==> config.mk <==
export PLATFORM = sky130hd
export DESIGN_NAME = multi_rate_ema_sensor_capture_core_flat
export DESIGN_NICKNAME = d
export VERILOG_FILES = /design/src/sv/mrec_pkg.sv /design/src/sv/mrec_if.sv /design/src/sv/multi_rate_ema_sensor_capture_core.sv /design/src/sv/mrec_filter_bank.sv /design/src/flat_wrapper.sv
export SDC_FILE = /design/constraint.sdc
export NUM_CORES = 1
export LEC_CHECK = 0
export BUFFER_PORTS_ARGS = -buffer_cell sky130_fd_sc_hd__buf_2
export CAP_MARGIN = 5
export CORE_MARGIN = 2
export CORE_UTILIZATION = 30
export DETAILED_ROUTE_END_ITERATION = 10
export HOLD_SLACK_MARGIN = 0.06
export REMOVE_ABC_BUFFERS = 1
export SLEW_MARGIN = 20
export SYNTH_ARGS = -nofsm -noshare
export SYNTH_HDL_FRONTEND = slang
export SYNTH_SLANG_ARGS = --single-unit
==> constraint.sdc <==
create_clock -name clk -period 5.7 [get_ports clk]
set_input_delay 1.14 -clock clk [delete_from_list [all_inputs] [get_ports clk]]
set_output_delay 1.14 -clock clk [all_outputs]
set_load 0.01 [all_outputs]
==> src/sv/mrec_pkg.sv <==
// Shared types, codes and constants of the multi-rate sensor capture block.
// No dependencies; compiled first.
`default_nettype none

package mrec_pkg;

  localparam int OFF_BITS     = 12;
  localparam int CNT_BITS     = 8;
  localparam int VALUE_BITS   = 14;
  localparam int NUM_SRC      = 3;
  localparam int NUM_FLT      = 4;
  localparam int REG_IDX_BITS = 1;

  typedef logic [1:0]              opcode_t;
  typedef logic [2:0]              sel_t;
  typedef logic [1:0]              src_t;
  typedef logic [1:0]              flt_idx_t;
  typedef logic [OFF_BITS-1:0]     off_t;
  typedef logic [CNT_BITS-1:0]     cnt_t;
  typedef logic [REG_IDX_BITS-1:0] reg_idx_t;
  typedef logic signed [VALUE_BITS-1:0] value_t;

  localparam opcode_t OP_SAMPLE = 2'd0;
  localparam opcode_t OP_READ   = 2'd1;
  localparam opcode_t OP_RESET  = 2'd2;

  localparam sel_t SEL_MAIN      = 3'd0;
  localparam sel_t SEL_AUX       = 3'd1;
  localparam sel_t SEL_VDD       = 3'd2;
  localparam sel_t SEL_FLT_FIRST = 3'd3;
  localparam sel_t SEL_FLT_LAST  = 3'd6;
  localparam sel_t SEL_INVALID   = 3'd7;

  localparam src_t SRC_MAIN = 2'd0;
  localparam src_t SRC_AUX  = 2'd1;
  localparam src_t SRC_VDD  = 2'd2;

  localparam reg_idx_t REG_MAIN_OFFSET = 1'd0;
  localparam reg_idx_t REG_AUX_OFFSET  = 1'd1;

  localparam off_t MAIN_OFFSET_RST = 12'd164;
  localparam off_t AUX_OFFSET_RST  = 12'd962;

  localparam value_t VALUE_MAX = 14'sd8191;
  localparam value_t VALUE_MIN = -14'sd8192;

  // control from the capture pipe to the filter bank
  typedef struct packed {
    logic     upd;  // main-pressure sample: step all integrators
    logic     ld;   // load one integrator from the latest main sample
    flt_idx_t idx;
  } flt_ctrl_t;

  function automatic int unsigned flt_shift(flt_idx_t i);
    int unsigned s;
    unique case (i)
      2'd0:    s = 2;
      2'd1:    s = 4;
      2'd2:    s = 6;
      default: s = 9;
    endcase
    return s;
  endfunction

endpackage

`default_nettype wire

==> src/sv/mrec_if.sv <==
// Request and result channels of the sensor capture block (valid/ready).
// Depends on mrec_pkg.
`default_nettype none

interface mrec_in_if #(
  parameter int SAMPLE_BITS = 12
);
  import mrec_pkg::*;

  logic                   valid;
  logic                   ready;
  opcode_t                opcode;
  logic [SAMPLE_BITS-1:0] sample_value;
  sel_t                   select;

  modport source (output valid, opcode, sample_value, select, input ready);
  modport sink   (input valid, opcode, sample_value, select, output ready);
endinterface

interface mrec_out_if;
  import mrec_pkg::*;

  logic   valid;
  logic   ready;
  logic   value_valid;
  value_t value;
  src_t   next_source;
  logic   reference_select;
  logic   error;

  modport source (output valid, value_valid, value, next_source, reference_select, error,
                  input ready);
  modport sink   (input valid, value_valid, value, next_source, reference_select, error,
                  output ready);
endinterface

`default_nettype wire

==> src/sv/multi_rate_ema_sensor_capture_core.sv <==
// A request is registered in stage 1, then its result in the output register.
// Throughput: one request per cycle while results are taken; the source memory is
// read on accept, written back as stage 1 fires, same-entry overlap forwarded.
// The output register lets a request enter while a result still waits.
// Reset (rst, synchronous) clears control and filters and reloads the offset
// defaults; source memory entries read as zero until written, one valid bit each.
`default_nettype none

module multi_rate_ema_sensor_capture_core #(
  parameter int SAMPLE_BITS = 12
) (
  input  wire logic                   clk,
  input  wire logic                   rst,
  mrec_in_if.sink                     cmd,
  mrec_out_if.source                  res,
  input  wire logic                   cfg_we,
  input  wire mrec_pkg::reg_idx_t     cfg_index,
  input  wire mrec_pkg::off_t         cfg_data
);
  import mrec_pkg::*;

  localparam int SW = SAMPLE_BITS;
  localparam int RW = CNT_BITS + SW;
  localparam int CW = ((SW > OFF_BITS) ? SW : OFF_BITS) + 2;
  localparam logic signed [CW-1:0] SAT_HI = CW'(VALUE_MAX);
  localparam logic signed [CW-1:0] SAT_LO = CW'(VALUE_MIN);

  // configuration
  off_t main_offset;
  off_t aux_offset;

  always_ff @(posedge clk) begin
    if (rst) begin
      main_offset <= MAIN_OFFSET_RST;
      aux_offset  <= AUX_OFFSET_RST;
    end else if (cfg_we) begin
      unique case (cfg_index)
        REG_MAIN_OFFSET: main_offset <= cfg_data;
        REG_AUX_OFFSET:  aux_offset  <= cfg_data;
        default:         ;
      endcase
    end
  end

  // handshake
  logic s1_valid;
  logic s1_fire;
  logic accept;

  assign s1_fire   = s1_valid && (!res.valid || res.ready);
  assign cmd.ready = !s1_valid || s1_fire;
  assign accept    = cmd.valid && cmd.ready;

  // round-robin source
  src_t cur_src;
  src_t cur_src_next;

  always_comb begin
    cur_src_next = cur_src;
    if (cmd.opcode == OP_SAMPLE) begin
      cur_src_next = (cur_src == SRC_VDD) ? SRC_MAIN : src_t'(cur_src + 2'd1);
    end
  end

  always_ff @(posedge clk) begin
    if (rst) begin
      cur_src <= SRC_MAIN;
    end else if (accept) begin
      cur_src <= cur_src_next;
    end
  end

  // source memory read address
  src_t rd_addr;

  always_comb begin
    priority if (cmd.opcode == OP_SAMPLE) begin
      rd_addr = cur_src;
    end else if (cmd.opcode == OP_READ && cmd.select <= SEL_VDD) begin
      rd_addr = src_t'(cmd.select);
    end else begin
      rd_addr = SRC_MAIN;
    end
  end

  // stage 1 request
  opcode_t       s1_op;
  logic [SW-1:0] s1_x;
  sel_t          s1_sel;
  src_t          s1_src;
  src_t          s1_src_after;

  always_ff @(posedge clk) begin
    if (rst) begin
      s1_valid <= 1'b0;
    end else if (accept) begin
      s1_valid <= 1'b1;
    end else if (s1_fire) begin
      s1_valid <= 1'b0;
    end
  end

  always_ff @(posedge clk) begin
    if (accept) begin
      s1_op        <= cmd.opcode;
      s1_x         <= cmd.sample_value;
      s1_sel       <= cmd.select;
      s1_src       <= rd_addr;
      s1_src_after <= cur_src_next;
    end
  end

  // source memory: {sample count, raw sample} per source
  logic [RW-1:0]      src_mem [NUM_SRC];
  logic [RW-1:0]      rd_q;
  logic [NUM_SRC-1:0] ent_valid;
  logic               rd_ent_valid;
  logic               wr_en;
  logic [RW-1:0]      wr_row;
  logic               fwd;
  logic [RW-1:0]      fwd_row;

  always_ff @(posedge clk) begin
    if (wr_en) begin
      src_mem[s1_src] <= wr_row;
    end
    if (accept) begin
      rd_q <= src_mem[rd_addr];
    end
  end

  always_ff @(posedge clk) begin
    if (rst) begin
      ent_valid    <= '0;
      rd_ent_valid <= 1'b0;
      fwd          <= 1'b0;
    end else begin
      if (wr_en) begin
        ent_valid[s1_src] <= 1'b1;
      end
      if (accept) begin
        rd_ent_valid <= ent_valid[rd_addr];
        // write-back to the entry just read lands too late for the read
        fwd          <= wr_en && (s1_src == rd_addr);
      end else if (s1_fire) begin
        fwd <= 1'b0;
      end
    end
  end

  always_ff @(posedge clk) begin
    if (accept) begin
      fwd_row <= wr_row;
    end
  end

  // stage 1 datapath
  logic [RW-1:0]        row;
  cnt_t                 cnt;
  cnt_t                 cnt_inc;
  logic [SW-1:0]        raw;
  logic [SW-1:0]        flt_val;
  logic [SW-1:0]        rd_src_val;
  off_t                 rd_off;
  logic signed [CW-1:0] diff;
  value_t               sat;
  flt_ctrl_t            flt_ctrl;
  flt_idx_t             flt_idx;
  logic                 o_valid;
  value_t               o_value;
  logic                 o_err;

  always_comb begin
    row     = fwd ? fwd_row : (rd_ent_valid ? rd_q : '0);
    cnt     = row[SW +: CNT_BITS];
    raw     = row[SW-1:0];
    cnt_inc = cnt + 8'd1;
    if (cnt_inc == '0) begin
      cnt_inc = 8'd1;  // wraps past zero
    end
    wr_row  = {cnt_inc, s1_x};
    flt_idx = flt_idx_t'(s1_sel - SEL_FLT_FIRST);
  end

  mrec_filter_bank #(
    .SAMPLE_BITS(SAMPLE_BITS)
  ) u_flt (
    .clk    (clk),
    .rst    (rst),
    .ctrl   (flt_ctrl),
    .x      (s1_x),
    .raw0   (raw),
    .rd_idx (flt_idx),
    .rd_val (flt_val)
  );

  always_comb begin
    rd_src_val = (s1_sel >= SEL_FLT_FIRST) ? flt_val : raw;
    rd_off     = (s1_sel == SEL_AUX) ? aux_offset : main_offset;
    if (s1_sel == SEL_VDD) begin
      diff = $signed(CW'(raw) << 1);
    end else begin
      diff = $signed(CW'(rd_src_val)) - $signed(CW'(rd_off));
    end
    priority if (diff > SAT_HI) begin
      sat = VALUE_MAX;
    end else if (diff < SAT_LO) begin
      sat = VALUE_MIN;
    end else begin
      sat = value_t'(diff);
    end
  end

  always_comb begin
    wr_en        = 1'b0;
    flt_ctrl.upd = 1'b0;
    flt_ctrl.ld  = 1'b0;
    flt_ctrl.idx = flt_idx;
    o_valid      = 1'b0;
    o_value      = '0;
    o_err        = 1'b0;
    unique case (s1_op)
      OP_SAMPLE: begin
        wr_en        = s1_fire;
        flt_ctrl.upd = s1_fire && (s1_src == SRC_MAIN);
      end
      OP_READ: begin
        if (s1_sel == SEL_INVALID) begin
          o_err = 1'b1;
        end else if (cnt != '0) begin
          o_valid = 1'b1;
          o_value = sat;
        end
      end
      OP_RESET: begin
        if (s1_sel >= SEL_FLT_FIRST && s1_sel <= SEL_FLT_LAST) begin
          flt_ctrl.ld = s1_fire;
        end else begin
          o_err = 1'b1;
        end
      end
      default: o_err = 1'b1;
    endcase
  end

  // output register
  always_ff @(posedge clk) begin
    if (rst) begin
      res.valid <= 1'b0;
    end else if (s1_fire) begin
      res.valid <= 1'b1;
    end else if (res.ready) begin
      res.valid <= 1'b0;
    end
  end

  always_ff @(posedge clk) begin
    if (s1_fire) begin
      res.value_valid      <= o_valid;
      res.value            <= o_value;
      res.next_source      <= s1_src_after;
      res.reference_select <= (s1_src_after == SRC_VDD);
      res.error            <= o_err;
    end
  end

  a_src_advance: assert property (@(posedge clk) disable iff (rst)
    (accept && cmd.opcode == OP_SAMPLE) |=> (cur_src != $past(cur_src)))
    else $error("source did not advance after a sample");

  a_valid_err_excl: assert property (@(posedge clk) disable iff (rst)
    res.valid |-> !(res.value_valid && res.error))
    else $error("result flagged both valid and error");

  a_stall_blocks: assert property (@(posedge clk) disable iff (rst)
    (s1_valid && res.valid && !res.ready) |-> !cmd.ready)
    else $error("request taken while pipe is stalled");

  a_fwd_owned: assert property (@(posedge clk) disable iff (rst)
    fwd |-> s1_valid)
    else $error("forwarding flag without a request in stage 1");

  a_reset_clears: assert property (@(posedge clk)
    $past(rst) |-> (ent_valid == '0 && !s1_valid))
    else $error("memory valid bits not cleared by reset");

endmodule

`default_nettype wire

==> src/sv/mrec_filter_bank.sv <==
// Four shift-based leaky integrators (shifts 2, 4, 6, 9) on main pressure.
// Depends on mrec_pkg.
`default_nettype none

module mrec_filter_bank #(
  parameter int SAMPLE_BITS = 12
) (
  input  wire logic                   clk,
  input  wire logic                   rst,
  input  wire mrec_pkg::flt_ctrl_t    ctrl,
  input  wire logic [SAMPLE_BITS-1:0] x,
  input  wire logic [SAMPLE_BITS-1:0] raw0,
  input  wire mrec_pkg::flt_idx_t     rd_idx,
  output logic [SAMPLE_BITS-1:0]      rd_val
);
  import mrec_pkg::*;

  localparam int AW = SAMPLE_BITS + 9;
  localparam int PW = AW + 10;

  logic [SAMPLE_BITS-1:0] lane_out [NUM_FLT];

  for (genvar i = 0; i < NUM_FLT; i++) begin : g_lane
    localparam int S = int'(flt_shift(flt_idx_t'(i)));

    logic [AW-1:0] acc;
    logic [PW-1:0] wide;
    logic [AW-1:0] acc_next;

    // ((2^s - 1) * acc + (x << s)) >> s
    always_comb begin
      wide     = (PW'(acc) << S) - PW'(acc) + (PW'(x) << S);
      acc_next = AW'(wide >> S);
    end

    always_ff @(posedge clk) begin
      if (rst) begin
        acc <= '0;
      end else if (ctrl.upd) begin
        acc <= acc_next;
      end else if (ctrl.ld && ctrl.idx == flt_idx_t'(i)) begin
        acc <= AW'(raw0) << S;
      end
    end

    assign lane_out[i] = acc[S +: SAMPLE_BITS];
  end

  assign rd_val = lane_out[rd_idx];

endmodule

`default_nettype wire
==> src/flat_wrapper.sv <==
// flat-port wrapper written by rule: the top's interface ports become plain ports
module multi_rate_ema_sensor_capture_core_flat import mrec_pkg::*;
#(
  parameter int SAMPLE_BITS = 12
)
  (clk, rst, cfg_we, cfg_index, cfg_data, cmd_valid, cmd_opcode, cmd_sample_value, cmd_select, cmd_ready, res_valid, res_value_valid, res_value, res_next_source, res_reference_select, res_error, res_ready);
  mrec_in_if #(.SAMPLE_BITS(SAMPLE_BITS)) cmd_i ();
  mrec_out_if res_i ();
  input  wire logic clk;
  input  wire logic rst;
  input  wire logic cfg_we;
  input  wire mrec_pkg::reg_idx_t cfg_index;
  input  wire mrec_pkg::off_t cfg_data;
  input wire logic [$bits(cmd_i.valid)-1:0] cmd_valid;
  input wire logic [$bits(cmd_i.opcode)-1:0] cmd_opcode;
  input wire logic [$bits(cmd_i.sample_value)-1:0] cmd_sample_value;
  input wire logic [$bits(cmd_i.select)-1:0] cmd_select;
  output wire logic [$bits(cmd_i.ready)-1:0] cmd_ready;
  output wire logic [$bits(res_i.valid)-1:0] res_valid;
  output wire logic [$bits(res_i.value_valid)-1:0] res_value_valid;
  output wire logic [$bits(res_i.value)-1:0] res_value;
  output wire logic [$bits(res_i.next_source)-1:0] res_next_source;
  output wire logic [$bits(res_i.reference_select)-1:0] res_reference_select;
  output wire logic [$bits(res_i.error)-1:0] res_error;
  input wire logic [$bits(res_i.ready)-1:0] res_ready;
  assign cmd_i.valid = cmd_valid;
  assign cmd_i.opcode = cmd_opcode;
  assign cmd_i.sample_value = cmd_sample_value;
  assign cmd_i.select = cmd_select;
  assign cmd_ready = cmd_i.ready;
  assign res_valid = res_i.valid;
  assign res_value_valid = res_i.value_valid;
  assign res_value = res_i.value;
  assign res_next_source = res_i.next_source;
  assign res_reference_select = res_i.reference_select;
  assign res_error = res_i.error;
  assign res_i.ready = res_ready;
  multi_rate_ema_sensor_capture_core #(.SAMPLE_BITS(SAMPLE_BITS)) u_core (.clk(clk), .rst(rst), .cmd(cmd_i), .res(res_i), .cfg_we(cfg_we), .cfg_index(cfg_index), .cfg_data(cfg_data));
endmodule
==> impl_metrics.yaml, run 1 <==
place:
  pre_cts_slack_ns: 1.238
  dp.cells: 2385
  portBuffers: 55
  gp_congestion: 0.8870
  place.detailed.hpwl_um: 30860
clocking:
  ctsHoldBuffers: 0
  htreeDepth: 1
  clk_latency_ns: 0.59
  cts_tree: "yes"
  numClockSinks: 257
  postCtsSetupBuffers: 0
  cts.repair.resized: 0
  cts_buffers: 29
  cts-root-buf: "clkbuf_16"
  clock_path_buffers: 3
  path_clk_slew_ns: 0.06
logic_synthesis:
  synth_area_leaders: "edfxtp_1 (26%), dfxtp_1 (15%), ha_1 (8.6%)"
  netlist.top_cell.by_area: "edfxtp_1"
  synth_edf_count: 140
  synth.avg_cell_area_um2: 9.533
  synth_cells: 1684
  postSynth.asyncResetShare_pct: 0
  yosys-top-cells-count: "inv_1 (206), nand2_1 (185), a21oi_1 (142), edfxtp_1 (140), dfxtp_1 (117)"
  ys_dominant_reg_cell: "edfxtp_1"
  yosys_warnings: 0
  synth-seq-area-share_pct: 40.78
  yosysMostFrequentCell: "inv_1"
  ys_types: 82
  ys_ff_latch: 257
  yosysTopAreaCellShare_pct: 26.19
  syn-cell-area_mm2: 0.01605
timing:
  fin_skew_ns: 0.02381
  fin_crit_ns: 4.583
  finalSetupViolCount: 0
  setup_ws_ns: 1.117
  rsz0062_at_grt: "false"
  slew_headroom_pct: 31.38
  period_share_pct: 80.40
  fmax_ghz: 0.2182
  worst_pin_slew_ns: 1.029
  final-hold-violation-count: 0
  drv_slew: 0
  setup_tns_ns: 0
floorplanning:
  die-area_mm2: 0.05538
  num_io_pins: 56
  die_w_um: 235.3
  num_rows: 84
  core_mm2: 0.05276
  die_h_um: 235.3
  initial_core_util_pct: 30.43
worst_hold_path:
  hp-class: "reg -> reg"
critical_path:
  cp-start-kind: "flip-flop"
  reg2reg_slack_ns: 1.12
  crit_required_ns: 6.02
  crit_family: "compound AO/OA/AOI/OAI gates"
  worst-setup-path-type: "reg -> reg"
  crit_top_cell: "a21oi_1"
  cp_cell_sequence: "buf_4 > inv_1 > ha_1 > mux4_2 > a21oi_1 > ha_1 > inv_1 > fa_1 > a21o_1 > a21oi_1 > o21ai_0 > a21oi_1 > o21bai_1 > a21oi_1 > nor2_1 > a2111oi_0 > o31ai_1"
  crit_path_end_kind: "flip-flop"
  arrival_ns: 4.90
  crit_buf_inv: 3
  critPathMaxFanout: 16
  slowest_delay_ns: 0.63
  slowest_stage: "ha_1"
final_layout:
  antenna_cells: 0
  drive_gt1_share_pct: 9.994
  final_nets: 1922
  seqCellArea_mm2: 0.006546
  multiInputGateArea_mm2: 0.008451
  area_delta_synth_final_pct: 12.97
  fill_cells: 5356
  fin_cells: 2439
route:
  drt_iter0_drc: 929
  firstDrtPassIters: 5
  vias: 12410
  detail-route-antenna-nets: 0
  drc: 0
  drt-wirelength-per-cell_um: 17.51
  routed_via_density: 5.087
  finalWirelength_um: 42700
grt:
  grt_pass1_wl_um: 67230
  grtUsageTotal_pct: 15.12
  grt_max_degree: 67
  grt_pass1_vias: 12300
  overflow: 0
  antenna_found_initial: 1
power:
  p_leak_nw: 6.865
  p_per_area_mw_per_mm2: 276.1
  vdd_drop_max_mv: 0.2932
  total_power_mw: 5.008
run:
  maxCapViolations: 0
run_status:
  outcome: "completed"
## cells by family after synthesis
logic type	synth area share [%]
compound gates	15.66
xor+xnor	4.364
fa+ha+maj	14.68
buf+inv	6.679
flops	40.78
mux	4.029
simple gates	13.81
## routing by layer
metal	vias up	track usage, %	part of all wire [%]
met5	-	0	0.030
met4	2	4.323	2.7
met3	92	3.377	7.0
met2	340	25.29	47
met1	6000	19.59	44
li1	5973	-	-
## worst paths after layout
kind | from | to | cells after the start
min reg2reg | u_core.aux_offset[10]$_SDFFE_PP0P_ | u_core.aux_offset[10]$_SDFFE_PP0P_ | 2
max | u_core.s1_sel[0]$_DFFE_PP_ | u_core.res.value[10]$_SDFFCE_PP0P_ | 17
max reg2reg | u_core.s1_sel[0]$_DFFE_PP_ | u_core.res.value[10]$_SDFFCE_PP0P_ | 17
min | u_core.aux_offset[10]$_SDFFE_PP0P_ | u_core.aux_offset[10]$_SDFFE_PP0P_ | 2
## sequential cells by signal, indices dropped and copies added (netlist names), 2 cells and up
| signal | flops |
|---|---|
| u_core.u_flt.g_lane.acc | 84 |
| u_core.src_mem | 60 |
| u_core.fwd_row | 20 |
| u_core.rd_q | 20 |
| u_core.res.value | 14 |
| u_core.aux_offset | 12 |
| u_core.main_offset | 12 |
| u_core.s1_x | 12 |
| u_core.ent_valid | 3 |
| u_core.s1_sel | 3 |
| u_core.cur_src | 2 |
| u_core.res.next_source | 2 |
| u_core.s1_op | 2 |
| u_core.s1_src | 2 |
| u_core.s1_src_after | 2 |
## where the power goes
part	leakage (nW)	internal [mW]	total [mW]	switching, mW
Sequential	2.28	2.02	2.07	0.0492
Clock	0.493	1.20	2.02	0.820
Combinational	4.10	0.383	0.923	0.540
Total	6.87	3.60	5.01	1.41
## layout make-up
| type | count | area share [%] |
|---|---|---|
| Clock inverter | 19 | 1.387 |
| Tap cell | 688 | 4.746 |
| Inverter | 207 | 4.291 |
| Clock buffer | 35 | 4.236 |
| Multi-Input combinational cell | 1151 | 46.60 |
| Sequential cell | 257 | 36.10 |
| Timing Repair Buffer | 82 | 2.649 |
## stage by stage
stage               util [%]  hold slack, ns  area (um^2)
finish                 34.37          0.4546        18140
global route           34.37          0.4785        18140
floorplan                  -          0.4180        15760
detailed placement     32.44          0.4470        17120
global placement       32.44          0.4348        17120
CTS                    34.37          0.4562        18140
## cell usage in the layout (no fill, tap or decap), types with 6 or more instances in the layout
cell,n
a22oi_1,17
fa_1,49
clkbuf_16,29
inv_1,205
mux2i_1,35
nand2_1,185
mux4_2,12
o21ai_0,61
nor2_1,113
nor3_1,22
clkinv_2,6
o21ai_1,8
and3_1,7
a211oi_1,22
o22ai_1,6
xor2_1,35
nand3_1,44
buf_2,54
edfxtp_1,140
o21bai_1,8
o211ai_1,28
or3_1,15
dfxtp_1,117
and2_1,12
or2_2,6
o21a_1,11
a21o_1,20
buf_4,28
nor2b_1,13
nand2b_1,14
a31oi_1,9
o32ai_1,6
xnor2_1,45
ha_1,110
nand3b_1,12
a21oi_1,142
## worst register-to-register path, cell delays in order (launching register included)
cell       delay [ns]
edfxtp_1         0.32
buf_4            0.27
inv_1            0.12
ha_1             0.63
mux4_2           0.39
a21oi_1          0.18
ha_1             0.18
inv_1            0.05
fa_1             0.40
a21o_1           0.20
a21oi_1          0.23
o21ai_0          0.11
a21oi_1          0.25
o21bai_1         0.10
a21oi_1          0.27
nor2_1           0.08
a2111oi_0        0.41
o31ai_1          0.13
No activity file was read; power rests on OpenSTA's default activity.
==> inputs of run 2 (changes only) <==
Settings changed: ABC_AREA from default to 1.
Clock period 5.7 ns to 4.8 ns, I/O delays scaled along.
==> run 2 against run 1 <==
Compared with the run above:
- clock skew rose by 0.0020 ns
- combinational power rose by 84%
- highest routed layer unchanged
- hold slack improved by 0.0045 ns
- critical path depth fell by 1
- register-to-register slack got worse by 0.45 ns
- largest cell class unchanged
- cell area rose by 18%
- clock-buffer cell count rose by 7
- utilization fell by 0.48 points
- routed wire length rose by 36%
==> impl_metrics.yaml, run 2 <==
floorplanning:
  core_mm2: 0.06308
  die-area_mm2: 0.06581
  die_w_um: 256.5
  num_io_pins: 56
  num_rows: 92
  die_h_um: 256.5
  initial_core_util_pct: 30.33
final_layout:
  largest_register: "u_core.u_flt.g_lane.acc"
  area_delta_synth_final_pct: 11.77
  largest_reg_flops: 84
  top_regs: "u_core.u_flt.g_lane.acc (84), u_core.src_mem (60)"
  drive_gt1_share_pct: 5.335
  antenna_cells: 0
  final_common_cell: "nand2_1"
  final_cell_mix: "nand2_1 (764), inv_1 (543), nor2_1 (263), a21oi_1 (225), nand3_1 (198)"
  final_nets: 3018
  fin_cells: 3695
logic_synthesis:
  yosys-top-cells-count: "nand2_1 (764), inv_1 (544), nor2_1 (263), a21oi_1 (225), nand3_1 (198)"
  yosysMostFrequentCell: "nand2_1"
  synth_top_family_by_area: "simple AND/OR/NAND/NOR gates"
  postSynth.asyncResetShare_pct: 0
  synth_edf_count: 140
  synth-compound-area-share_pct: 10.94
  synthMuxAreaShare_pct: 0.6344
  yosys.area_share.simple_pct: 29.14
  synth_cells: 2781
  synth.avg_cell_area_um2: 6.879
  synth_adder_area_share_pct: 12.32
  yosysTopAreaCellShare_pct: 21.98
  netlist.top_cell.by_area: "edfxtp_1"
  post_synth_xor_area_fraction_pct: 0.5494
  synth-seq-area-share_pct: 34.22
  ys_ff_latch: 257
  yosys_warnings: 0
  syn-cell-area_mm2: 0.01913
  ys_types: 48
  ys_dominant_reg_cell: "edfxtp_1"
  synth_area_leaders: "edfxtp_1 (22%), nand2_1 (15%), dfxtp_1 (12%)"
clocking:
  cts_buffers: 31
  cts_tree: "yes"
  cts-root-buf: "clkbuf_16"
  postCtsSetupBuffers: 0
  clk_latency_ns: 0.62
  cts.repair.resized: 0
  ctsHoldBuffers: 0
  clock_path_buffers: 3
  htreeDepth: 1
  numClockSinks: 257
  path_clk_slew_ns: 0.06
critical_path:
  cp-start-kind: "flip-flop"
  r2r_end: "u_core.res.value[11]$_SDFFCE_PP0P_"
  reg2reg_from: "u_core.s1_sel[0]$_DFFE_PP_"
  arrival_ns: 4.48
  cp-endpoint: "u_core.res.value[11]$_SDFFCE_PP0P_"
  worstRegToRegCells: 16
  startpoint: "u_core.s1_sel[0]$_DFFE_PP_"
  crit_required_ns: 5.15
  worst-setup-path-type: "reg -> reg"
  reg2reg_slack_ns: 0.66
  crit_path_end_kind: "flip-flop"
  critPathMaxFanout: 30
timing:
  final-hold-violation-count: 0
  slew_headroom_pct: 24.05
  fin_skew_ns: 0.02577
  fmax_ghz: 0.2418
  rsz0062_at_grt: "false"
  setup_tns_ns: 0
  fin_crit_ns: 4.136
  finalSetupViolCount: 0
  period_share_pct: 86.18
  worst_pin_slew_ns: 1.139
  drv_slew: 0
power:
  clkPwrFrac_pct: 36.7
  switchingPower_mw: 2.215
  comb_power_share_pct: 25.7
  pwr-share-seq_pct: 37.5
  vdd_drop_max_mv: 0.2697
  power.internal_mw: 4.401
  power_switching_share_pct: 33.48
  p_per_area_mw_per_mm2: 309.4
  p_leak_nw: 10.23
place:
  gp_congestion: 0.9400
  portBuffers: 55
  dp.cells: 3637
  place.detailed.hpwl_um: 44430
route:
  drt-wirelength-per-cell_um: 15.68
  firstDrtPassIters: 5
  routed_via_density: 4.756
  finalWirelength_um: 57930
  detail-route-antenna-nets: 0
  vias: 17570
  drc: 0
  drt_iter0_drc: 1480
grt:
  overflow: 0
  grtUsageTotal_pct: 17.41
  antenna_found_initial: 1
  grt_pass1_vias: 16320
  grt_max_degree: 76
  grt_pass1_wl_um: 91500
worst_hold_path:
  hp-class: "reg -> reg"
run_status:
  outcome: "completed"
run:
  maxCapViolations: 0
## run 2: changes by cell type after synthesis, sizes merged, moves of 41 or more
| cell | before | now |
|---|---|---|
| nand2 | 185 | 768 |
| inv | 207 | 547 |
| nor2 | 114 | 264 |
| a21oi | 143 | 226 |
| xnor2 | 45 | 4 |
| o21ai | 70 | 127 |
| nand3 | 45 | 200 |
## run 2: final cells by class
class                           count  area [um^2]
Fill cell                        6886        41700
Multi-Input combinational cell   1914        10260
Sequential cell                   257         6546
Inverter                          549         2061
Tap cell                          846         1059
Clock buffer                       42        867.1
Timing Repair Buffer               71        410.4
Clock inverter                     16        178.9
## run 2: worst min-delay path by stage
stage	slack, ns	start	depth (start not counted)	endpoint
3_5_place_dp	0.45	u_core.s1_src_after[1]$_DFFE_PP_	0	u_core.res.next_source[1]$_DFFE_PP_
2_1_floorplan	0.43	u_core.s1_src_after[1]$_DFFE_PP_	0	u_core.res.next_source[1]$_DFFE_PP_
6_report	0.46	u_core.s1_src_after[1]$_DFFE_PP_	0	u_core.res.next_source[1]$_DFFE_PP_
3_3_place_gp	0.44	u_core.main_offset[7]$_SDFFE_PP1P_	2	u_core.main_offset[7]$_SDFFE_PP1P_
4_1_cts	0.46	u_core.s1_src_after[1]$_DFFE_PP_	0	u_core.res.next_source[1]$_DFFE_PP_
5_1_grt	0.48	u_core.s1_src_after[1]$_DFFE_PP_	0	u_core.res.next_source[1]$_DFFE_PP_
## run 2: power by group through the flow
stage | Clock, mW | Sequential (mW) | Combinational, mW
2_1_floorplan | 0 | 2.51 | 1.22
3_3_place_gp | 0 | 2.53 | 1.68
3_5_place_dp | 0 | 2.53 | 1.68
4_1_cts | 2.49 | 2.48 | 1.69
5_1_grt | 2.57 | 2.49 | 1.96
6_report | 2.43 | 2.48 | 1.70
## run 2: through the flow
stage               total power, mW  hold slack [ns]  area [um^2]  setup WS (ns)  utilization (%)
floorplan                     3.738           0.4264        18860         0.6818                -
global placement              4.204           0.4404        20340         0.7984            32.24
detailed placement            4.209           0.4462        20340         0.8012            32.24
CTS                           6.662           0.4602        21380         0.7610            33.90
global route                  7.020           0.4757        21380         0.2936            33.90
finish                        6.616           0.4591        21380         0.6636            33.90
## run 2: worst max-delay path, cell delays in order (launching register included)
cell,delay [ns]
edfxtp_1,0.32
buf_4,0.26
inv_1,0.35
ha_1,0.65
inv_1,0.29
a21oi_1,0.18
o21ai_0,0.09
nand3_1,0.08
o21ai_0,0.19
ha_1,0.43
nand2_1,0.09
o21ai_0,0.40
nand3_1,0.14
nand3_1,0.14
nor2_1,0.05
o21ai_0,0.17
inv_1,0.06
## run 2: logic make-up (layout without fill, tap and decap cells)
| family | after synthesis | after routing |
|---|---|---|
| AO/OA/AOI/OAI | 396 | 396 |
| XOR/XNOR | 12 | 12 |
| adder cells (fa/ha/maj) | 159 | 159 |
| buffers and inverters | 610 | 678 |
| flip-flops | 257 | 257 |
| multiplexers | 12 | 12 |
| AND/OR/NAND/NOR | 1335 | 1335 |
## run 2: metal layers
metal	vias up	GRT usage, %	part of all wire [%]
li1	8917	-	-
met1	8144	25.17	49
met2	425	27.55	43
met3	84	1.779	5.0
met4	2	4.700	2.5
met5	-	0	0.019
